[config.mk]
export PLATFORM = sky130hd
export DESIGN_NAME = escape_rle_stream_decoder
export DESIGN_NICKNAME = d
export VERILOG_FILES = /design/src/hw/rtl/erle_pkg.sv /design/src/hw/rtl/erle_cfg.sv /design/src/hw/rtl/erle_core.sv /design/src/hw/rtl/erle_out.sv /design/src/hw/rtl/escape_rle_stream_decoder.sv
export SDC_FILE = /design/constraint.sdc
export NUM_CORES = 1
export LEC_CHECK = 0
export BUFFER_PORTS_ARGS = -buffer_cell sky130_fd_sc_hd__buf_2
export CORE_ASPECT_RATIO = 1.2
export CORE_UTILIZATION = 41
export DETAILED_ROUTE_END_ITERATION = 8
export GPL_TIMING_DRIVEN = 0
export PLACE_DENSITY = 0.6
export SLEW_MARGIN = 20
export SYNTH_ARGS = -nofsm -noshare
export SYNTH_HDL_FRONTEND = slang
export SYNTH_SLANG_ARGS = --single-unit
[constraint.sdc]
create_clock -name i_clk -period 8.7 [get_ports i_clk]
set_clock_uncertainty 0.05 [all_clocks]
set_input_delay 0.435 -clock i_clk [delete_from_list [all_inputs] [get_ports i_clk]]
set_output_delay 0.435 -clock i_clk [all_outputs]
set_load 0.1 [all_outputs]
[src/hw/rtl/erle_pkg.sv]
// ----------------------------------------------------------------------------
// erle_pkg
// Shared types and constants for the escape-token run-length stream decoder.
// ----------------------------------------------------------------------------
`default_nettype none

package erle_pkg;

    localparam int POSITION_BITS_DEF = 16;

    localparam int BYTE_W    = 8;
    localparam int LIMIT_W   = 16;
    localparam int ADDR_W    = 16;
    localparam int CFG_IDX_W = 1;
    localparam int CFG_DAT_W = 16;

    localparam logic [CFG_IDX_W-1:0] CFG_ESCAPE_TOKEN = 1'b0;
    localparam logic [CFG_IDX_W-1:0] CFG_OUTPUT_LIMIT = 1'b1;

    localparam logic [BYTE_W-1:0]  ESCAPE_TOKEN_RST = 8'd0;
    localparam logic [LIMIT_W-1:0] OUTPUT_LIMIT_RST = 16'd35840;

    localparam logic [1:0] PH_NORMAL = 2'd0;
    localparam logic [1:0] PH_TOKEN  = 2'd1;
    localparam logic [1:0] PH_COUNT  = 2'd2;

    typedef struct packed {
        logic [BYTE_W-1:0]  escape_token;
        logic [LIMIT_W-1:0] output_limit;
    } t_cfg;

    typedef struct packed {
        logic [ADDR_W-1:0] start_address;
        logic [BYTE_W-1:0] run_value;
        logic [BYTE_W-1:0] run_length;
        logic              buffer_full;
    } t_run;

endpackage

`default_nettype wire

[src/hw/rtl/erle_cfg.sv]
// ----------------------------------------------------------------------------
// erle_cfg
// Configuration registers: escape token and output limit.
// ----------------------------------------------------------------------------
`default_nettype none

module erle_cfg
    import erle_pkg::*;
(
    input  wire logic                 i_clk,
    input  wire logic                 i_rst_n,
    input  wire logic                 i_cfg_we,
    input  wire logic [CFG_IDX_W-1:0] i_cfg_index,
    input  wire logic [CFG_DAT_W-1:0] i_cfg_data,
    output t_cfg                      o_cfg
);

    t_cfg r_cfg;

    always_ff @(posedge i_clk) begin
        if (!i_rst_n) begin
            r_cfg.escape_token <= ESCAPE_TOKEN_RST;
            r_cfg.output_limit <= OUTPUT_LIMIT_RST;
        end else if (i_cfg_we) begin
            unique case (i_cfg_index)
                CFG_ESCAPE_TOKEN: r_cfg.escape_token <= i_cfg_data[BYTE_W-1:0];
                CFG_OUTPUT_LIMIT: r_cfg.output_limit <= i_cfg_data[LIMIT_W-1:0];
                default: ;
            endcase
        end
    end

    assign o_cfg = r_cfg;

endmodule

`default_nettype wire

[src/hw/rtl/erle_core.sv]
// ----------------------------------------------------------------------------
// erle_core
// Input word register, decode state (phase, count, position) and the
// single-pass run computation.
// ----------------------------------------------------------------------------
`default_nettype none

module erle_core
    import erle_pkg::*;
#(
    parameter int POSITION_BITS = POSITION_BITS_DEF
) (
    input  wire logic              i_clk,
    input  wire logic              i_rst_n,
    input  t_cfg                   i_cfg,
    input  wire logic              i_valid,
    output logic                   o_stall,
    input  wire logic [BYTE_W-1:0] i_in_byte,
    input  wire logic              i_restart,
    input  wire logic              i_out_ready,
    output logic                   o_res_valid,
    output t_run                   o_res
);

    localparam int LW = (POSITION_BITS > LIMIT_W) ? POSITION_BITS : LIMIT_W;

    logic                     r_in_valid;
    logic [BYTE_W-1:0]        r_in_byte;
    logic                     r_in_restart;
    logic [1:0]               r_phase, n_phase;
    logic [BYTE_W-1:0]        r_count, n_count;
    logic [POSITION_BITS-1:0] r_pos, n_pos;

    logic                     proc, in_ready, full;
    logic [LW-1:0]            lim_ext, max_ext;
    logic [POSITION_BITS-1:0] lim, pos, room, cnt_ext, run_n, len, new_pos;
    logic [1:0]               ph;
    logic [BYTE_W-1:0]        cnt;

    assign proc     = r_in_valid & i_out_ready;
    assign in_ready = ~r_in_valid | proc;
    assign o_stall  = ~in_ready;

    always_ff @(posedge i_clk) begin
        if (!i_rst_n) begin
            r_in_valid <= 1'b0;
        end else if (in_ready) begin
            r_in_valid <= i_valid;
        end
    end

    always_ff @(posedge i_clk) begin
        if (in_ready && i_valid) begin
            r_in_byte    <= i_in_byte;
            r_in_restart <= i_restart;
        end
    end

    assign lim_ext = LW'(i_cfg.output_limit);
    assign max_ext = LW'({POSITION_BITS{1'b1}});
    assign lim     = (lim_ext > max_ext) ? POSITION_BITS'(max_ext)
                                         : POSITION_BITS'(lim_ext);

    assign ph      = r_in_restart ? PH_NORMAL : r_phase;
    assign cnt     = r_in_restart ? '0 : r_count;
    assign pos     = r_in_restart ? '0 : r_pos;
    assign full    = (pos >= lim);
    assign room    = lim - pos;
    assign cnt_ext = POSITION_BITS'(cnt);
    assign run_n   = (cnt_ext > room) ? room : cnt_ext;
    assign len     = (ph == PH_COUNT) ? run_n : POSITION_BITS'(1);
    assign new_pos = pos + len;

    always_comb begin
        n_phase             = r_phase;
        n_count             = r_count;
        n_pos               = r_pos;
        o_res_valid         = 1'b0;
        o_res.start_address = ADDR_W'(pos);
        o_res.run_value     = r_in_byte;
        o_res.run_length    = BYTE_W'(len);
        o_res.buffer_full   = (new_pos >= lim);
        if (proc) begin
            n_phase = ph;
            n_count = cnt;
            n_pos   = pos;
            if (!full) begin
                unique case (ph)
                    PH_TOKEN: begin
                        n_count = r_in_byte;
                        n_phase = PH_COUNT;
                    end
                    PH_COUNT: begin
                        n_phase = PH_NORMAL;
                        if (run_n != '0) begin
                            o_res_valid = 1'b1;
                            n_pos       = new_pos;
                        end
                    end
                    default: begin
                        if (r_in_byte == i_cfg.escape_token) begin
                            n_phase = PH_TOKEN;
                        end else begin
                            n_phase     = PH_NORMAL;
                            o_res_valid = 1'b1;
                            n_pos       = new_pos;
                        end
                    end
                endcase
            end
        end
    end

    always_ff @(posedge i_clk) begin
        if (!i_rst_n) begin
            r_phase <= PH_NORMAL;
            r_count <= '0;
            r_pos   <= '0;
        end else begin
            r_phase <= n_phase;
            r_count <= n_count;
            r_pos   <= n_pos;
        end
    end

`ifndef SYNTHESIS
    a_len_nonzero: assert property (@(posedge i_clk) disable iff (!i_rst_n)
        o_res_valid |-> (o_res.run_length != '0))
        else $error("run emitted with zero length");

    a_full_holds: assert property (@(posedge i_clk) disable iff (!i_rst_n)
        (proc && !r_in_restart && full) |=> ($stable(r_phase) && $stable(r_pos)))
        else $error("state changed while buffer full");

    a_token_silent: assert property (@(posedge i_clk) disable iff (!i_rst_n)
        (proc && ph == PH_TOKEN) |-> !o_res_valid)
        else $error("result emitted on count byte");

    a_pos_bounded: assert property (@(posedge i_clk) disable iff (!i_rst_n)
        o_res_valid |-> (new_pos <= lim))
        else $error("run exceeds output limit");
`endif

endmodule

`default_nettype wire

[src/hw/rtl/erle_out.sv]
// ----------------------------------------------------------------------------
// erle_out
// Result word register toward the downstream channel.
// ----------------------------------------------------------------------------
`default_nettype none

module erle_out
    import erle_pkg::*;
(
    input  wire logic i_clk,
    input  wire logic i_rst_n,
    input  wire logic i_res_valid,
    input  t_run      i_res,
    output logic      o_ready,
    output logic      o_valid,
    input  wire logic i_stall,
    output t_run      o_res
);

    logic r_valid;
    t_run r_res;

    assign o_ready = ~r_valid | ~i_stall;

    always_ff @(posedge i_clk) begin
        if (!i_rst_n) begin
            r_valid <= 1'b0;
        end else if (o_ready) begin
            r_valid <= i_res_valid;
        end
    end

    always_ff @(posedge i_clk) begin
        if (o_ready && i_res_valid) begin
            r_res <= i_res;
        end
    end

    assign o_valid = r_valid;
    assign o_res   = r_res;

endmodule

`default_nettype wire

[src/hw/rtl/escape_rle_stream_decoder.sv]
// ----------------------------------------------------------------------------
// escape_rle_stream_decoder
// Escape-token run-length decoder: one compressed byte in, zero or one run
// record (address, value, length, full flag) out.
// ----------------------------------------------------------------------------
//  channel | direction | handshake          | payload
//  --------+-----------+--------------------+-----------------------------------
//  in      | in        | i_valid / o_stall  | i_in_byte, i_restart
//  out     | out       | o_valid / i_stall  | o_start_address, o_run_value,
//          |           |                    | o_run_length, o_buffer_full
//  cfg     | in        | i_cfg_we           | i_cfg_index, i_cfg_data
//
//  One byte per cycle sustained while the output does not stall; a byte's run
//  passes through the input register, then the result register, before it can
//  be taken downstream.
//  The decode state (phase, count, position) is computed combinationally and registered.
//  Synchronous active-low reset clears state, valids and config to defaults.
//  A stall on the output backs up through the result and input registers.
// ----------------------------------------------------------------------------
`default_nettype none

module escape_rle_stream_decoder
    import erle_pkg::*;
#(
    parameter int POSITION_BITS = POSITION_BITS_DEF
) (
    input  wire logic                 i_clk,
    input  wire logic                 i_rst_n,
    input  wire logic                 i_valid,
    output logic                      o_stall,
    input  wire logic [BYTE_W-1:0]    i_in_byte,
    input  wire logic                 i_restart,
    output logic                      o_valid,
    input  wire logic                 i_stall,
    output logic [ADDR_W-1:0]         o_start_address,
    output logic [BYTE_W-1:0]         o_run_value,
    output logic [BYTE_W-1:0]         o_run_length,
    output logic                      o_buffer_full,
    input  wire logic                 i_cfg_we,
    input  wire logic [CFG_IDX_W-1:0] i_cfg_index,
    input  wire logic [CFG_DAT_W-1:0] i_cfg_data
);

    t_cfg cfg;
    t_run res, out_res;
    logic res_valid, out_ready;

    erle_cfg u_cfg (
        .i_clk       (i_clk),
        .i_rst_n     (i_rst_n),
        .i_cfg_we    (i_cfg_we),
        .i_cfg_index (i_cfg_index),
        .i_cfg_data  (i_cfg_data),
        .o_cfg       (cfg)
    );

    erle_core #(
        .POSITION_BITS (POSITION_BITS)
    ) u_core (
        .i_clk       (i_clk),
        .i_rst_n     (i_rst_n),
        .i_cfg       (cfg),
        .i_valid     (i_valid),
        .o_stall     (o_stall),
        .i_in_byte   (i_in_byte),
        .i_restart   (i_restart),
        .i_out_ready (out_ready),
        .o_res_valid (res_valid),
        .o_res       (res)
    );

    erle_out u_out (
        .i_clk       (i_clk),
        .i_rst_n     (i_rst_n),
        .i_res_valid (res_valid),
        .i_res       (res),
        .o_ready     (out_ready),
        .o_valid     (o_valid),
        .i_stall     (i_stall),
        .o_res       (out_res)
    );

    assign o_start_address = out_res.start_address;
    assign o_run_value     = out_res.run_value;
    assign o_run_length    = out_res.run_length;
    assign o_buffer_full   = out_res.buffer_full;

endmodule

`default_nettype wire
# Word level (Yosys, flattened, before mapping)
# Index checks and enable logic that the tools add are counted.
# totals
in_bits	31
regBits	94
wordCells	55
out_inout_bits	35
# op_classes
eq_ne	3
magnitude_cmp	4
bitwise_logic	8
add_sub_neg	2
reduce_logical	5
muxes	20
# op_table
op	n
$mux W16	7
$ge A16 B16 Y1	2
$pmux W16 S2	1
$mux W8	3
$add A16 B16 Y16	1
$gt A16 B16 Y1 const B	1
$gt A8 B16 Y1	1
$reduce_bool A16 Y1	1
$sub A16 B16 Y16	1
$eq A8 B8 Y1	1
$mux W1	5
$not A1 Y1	5
$mux W2	2
$pmux W2 S2	1
$reduce_and A2 Y1	2
$eq A2 B1 Y1 const B	1
$eq A2 B2 Y1 const B	1
$logic_and A1 B1 Y1	2
$or A1 B1 Y1	2
$pmux W1 S2	1
$and A1 B1 Y1	1

# Depth between registers and ports, before layout
# logic_depth
word_depth	11
depth_mapped	30
depth_no_buf	30

# Hierarchy
# A second synthesis with hierarchy kept.
# unflattened
cells_unflattened	748
area_unflattened_um2	6618.8
# by_module_without_submodules
mod	instances	cells_per_inst	seq_area_each_um2	area_per_inst_um2
erle_core	1	609	810.8	4642.0
erle_out	1	38	1011.0	1032.2
erle_cfg	1	101	480.5	944.7

# Least setup slack after synthesis
# No wires, ideal clock.
# synth_timing
kind	register -> register
from	register u_core.r_in_restart
to	register u_out.r_res, in the netlist u_out.o_res[0] (data pin)
setup_ns	0.269
slack_ns	1.487
period_less_slack_ns	7.213
arrival_time_ns	6.894
stages_incl_launch_ff	29
n_path_buf	0
t_required_ns	8.381
path_cell_list	edfxtp_1 -> nor2b_1 -> inv_1 -> ha_1 -> nor2b_1 -> o31ai_1 -> a21oi_1 -> xnor2_1 -> ha_1 -> nand4_1 -> o2111ai_1 -> nor4bb_1 -> nand4_1 -> or4b_4 -> nor3_2 -> o211ai_1 -> ha_1 -> fa_1 -> a21o_1 -> a21oi_1 -> o21ai_0 -> a31oi_1 -> a21oi_1 -> or4b_2 -> nand4b_1 -> ha_1 -> a21o_1 -> a221oi_1 -> o21ai_0
# synth_rtl
element	line	text
start, declared	erle_core.sv:29	logic r_in_restart;
start signal, assigned	erle_core.sv:55	r_in_restart <= i_restart;
end signal, assigned	erle_out.sv:35	r_res <= i_res;
end, declared	erle_out.sv:21	t_run r_res;

==> summary.txt <==
Detailed routing
  • Router iterations before antenna repair: 5
  • Post-DRT Antenna Nets: 0
  • Avg WL per Cell: 20.3 µm
  • Final WL: 21,100 µm
  • Vias per cell: 5.89
  • Starting DRT DRC Count: 462
  • Detailed-route DRC error count: 0
  • Vias: 6,115

Cells and area
  • Share of layout cells above drive strength 1: 0.155
  • Fin nets: 917
  • N_diodes: 0
  • Final Core Density: 0.485
  • Final Non-Filler Cells: 1,039
  • Area delta synth->final: 15.3%
  • Final Cell Area: 7620 µm²

Die
  • IO Pins: 66
  • Starting Density: 0.421
  • Row count: 50
  • Die Height: 141 µm
  • Die outline width: 118 µm
  • CORE AREA: 15,700 µm²
  • DIE AREA: 16,600 µm²

Timing
  • Slew Limit Fails: 0
  • Worst Tran Pin Value: 0.806 ns
  • Max transition margin: 0.461
  • PnR worst setup slack: 0.314 ns
  • Fmax: 0.119 GHz
  • Period utilization: 0.964
  • Minimum clock period: 8.39 ns
  • Final setup vio count: 0
  • Hold Fails Final Rpt: 0

Clocking
  • Cts hold-fix bufs: 0
  • H-tree level count: 3
  • Clock slew at reported path FFs: 0.07 ns
  • Root Driver: clkbuf_16
  • TritonCTS buffer count: 9
  • Clock sink count: 94
  • Clock Path Buffers: 2
  • CTS tree: yes
  • Worst skew pair latency: 0.36 ns

GRT
  • GRT Util Overall: 0.253
  • GR Overflow Total: 0
  • Number of global-route vias before repair: 5,861
  • Pin count of the biggest net entering global routing: 34
  • Initial antenna violation count: 0
  • First-pass GRT wire length: 32,000 µm

Setup path
  • Startpoint Class: flip-flop
  • Slowest cell on crit path: or4b_2
  • Endpoint class of the critical path: flip-flop
  • Critical path peak fanout: 8
  • Crit path DAT: 8.42 ns
  • CP Launch Point: u_core.r_in_restart
  • Slowest stage delay, CP: 0.62 ns
  • Top cell by count, worst path: ha_1
  • Reg-to-reg startpoint: u_core.r_in_restart
  • WP data required: 8.74 ns
  • Critical path class: flip-flop to flip-flop

Power and ir drop
  • IR drop worst, VDD: 89.0 µV
  • Total Power: 1.24 mW
  • Pleak: 3.25 nW
  • P per Cell Area: 163 nW/µm²

Placement
  • Placed Instances: 1,019
  • GPL Wtd Cong: 0.906
  • Post-detail-place hpwl: 16,400 µm
  • DP Area: 7210 µm²
  • DP Worst Slack: -0.245 ns
  • IO Port Bufs: 64

Logic synthesis
  • Synth Cell Area: 6610 µm²
  • Synth Instances: 741
  • Distinct cells, synth: 83
  • Avg Inst Size Synth: 8.92 µm²
  • Synth async-reset ratio: 0
  • Yosys reg bits: 94
  • Ys Warns: 0
  • EDFF count, synth: 42
  • Top FF cell, synth: dfxtp_1
  • Part of the Yosys area used for sequential elements: 0.348

Hold path
  • HP Class: input pin to flip-flop
  • Min-delay src: i_in_byte[6]

Job
  • Max-Cap Viols: 0

Outcome
  • Outcome: finished clean
## cell usage after synthesis (all sizes together) (4+ instances only)
library cell | instances | area share
nand2 | 87 | 0.049
ha | 58 | 0.11
inv | 56 | 0.032
dfxtp | 52 | 0.16
a21oi | 49 | 0.040
nor2 | 43 | 0.024
edfxtp | 42 | 0.19
nor2b | 29 | 0.027
o21ai | 27 | 0.020
clkbuf | 17 | 0.0097
xnor2 | 16 | 0.021
nand3 | 15 | 0.011
a21o | 14 | 0.016
mux2i | 14 | 0.021
and2 | 13 | 0.012
a22oi | 11 | 0.012
and3 | 11 | 0.010
nand4 | 11 | 0.010
nor3 | 11 | 0.0091
nor4 | 11 | 0.015
o211ai | 11 | 0.012
o21a | 11 | 0.012
a221o | 10 | 0.015
buf | 10 | 0.0093
xor2 | 10 | 0.013
a211oi | 9 | 0.010
a31oi | 7 | 0.0089
a311oi | 6 | 0.0098
nand2b | 6 | 0.0057
o22ai | 5 | 0.0047
o21bai | 4 | 0.0045
o31ai | 4 | 0.0053
## metal layers
layer / track usage / part of all wire / wire, µm / vias up
li1: - / - / - / 2894
met1: 0.307 / 0.42 / 8890 / 2941
met2: 0.437 / 0.49 / 10300 / 235
met3: 0.0348 / 0.050 / 1050 / 45
met4: 0.132 / 0.043 / 898 / 0
met5: 0 / 0 / 0 / -
## power breakdown
part | internal, mW | leakage [nW] | total (mW) | switching, mW
sequential | 0.484 | 0.820 | 0.496 | 0.0127
combinational | 0.109 | 2.28 | 0.338 | 0.229
clock | 0.231 | 0.152 | 0.407 | 0.177
total | 0.823 | 3.25 | 1.24 | 0.418
## layout make-up
| type | count | area [µm²] |
|---|---|---|
| fillers | 1511 | 8080 |
| multi-input cells | 569 | 4060 |
| clock inverters | 3 | 22.5 |
| inverters | 57 | 214 |
| repair buffers | 68 | 350 |
| plain buffers | 27 | 126 |
| flip-flops and latches | 94 | 2300 |
| clock buffers | 13 | 283 |
| well taps | 208 | 260 |
## kinds of logic (layout without fill, tap and decap cells)
| group | after synthesis | after routing | synth area share |
|---|---|---|---|
| and+or+nand+nor | 258 | 258 | 0.202 |
| buffers and inverters | 84 | 168 | 0.0513 |
| adders and majority gates | 60 | 60 | 0.116 |
| AOI/OAI and AO/OA | 201 | 201 | 0.220 |
| muxes | 17 | 17 | 0.0269 |
| xor gates and xnor gates | 26 | 26 | 0.0345 |
| DFF | 94 | 94 | 0.348 |
| other | 1 | 7 | 0.000568 |
## critical path: cells and delay by family, from the launching register on
family	cells	cell delay, ns
buf+inv	2	0.41
fa+ha+maj	4	1.41
compound gates	10	2.10
mux	1	0.32
xor+xnor	1	0.28
simple gates	11	3.17
flops	1	0.36
## path summary, 6_finish.rpt
check,to,slack (ns),cells past startpoint
max reg2reg,u_out.o_res[0],0.31,29
min reg2reg,u_core.r_pos[4],0.42,2
min,u_core.r_in_byte[6],0.20,1
max,u_out.o_res[0],0.31,29
## what timing repair did
| action | CTS | global route |
|---|---|---|
| endpoints found under the hold margin | 0 | 0 |
| pin swaps | 0 | 2 |
| cloned | 0 | 0 |
| setup buffers | 1 | 3 |
| resized for setup | 6 | 11 |
| endpoints found under the setup margin | 1 | 1 |
## through the flow
stage | setup TNS [ns] | hold slack (ns)
6_report | 0 | 0.197
5_1_grt | -0.0185 | 0.187
2_1_floorplan | 0 | 0.375
4_1_cts | 0 | 0.184
3_3_place_gp | -0.284 | 0.394
3_5_place_dp | -0.245 | 0.405
## state kept, by name, indices dropped and copies added, names as in the netlist
name and flops:
u_out.o_res 33, u_core.r_pos 16, u_core.r_phase 2, u_core.r_in_restart 1, u_core.r_count 8, u_core.r_in_valid 1
u_cfg.o_cfg 24, u_out.o_valid 1, u_core.r_in_byte 8
## cells in the final DEF (no fill, tap or decap), types with 15 or more instances in the layout
| cell type | n |
|---|---|
| nand2_1 | 87 |
| buf_2 | 68 |
| ha_1 | 57 |
| inv_1 | 54 |
| dfxtp_1 | 52 |
| a21oi_1 | 44 |
| nor2_1 | 43 |
| edfxtp_1 | 42 |
| o21ai_0 | 25 |
| nor2b_1 | 25 |
| clkbuf_1 | 18 |
| nand3_1 | 15 |
No activity file was read; power rests on OpenSTA's default activity.
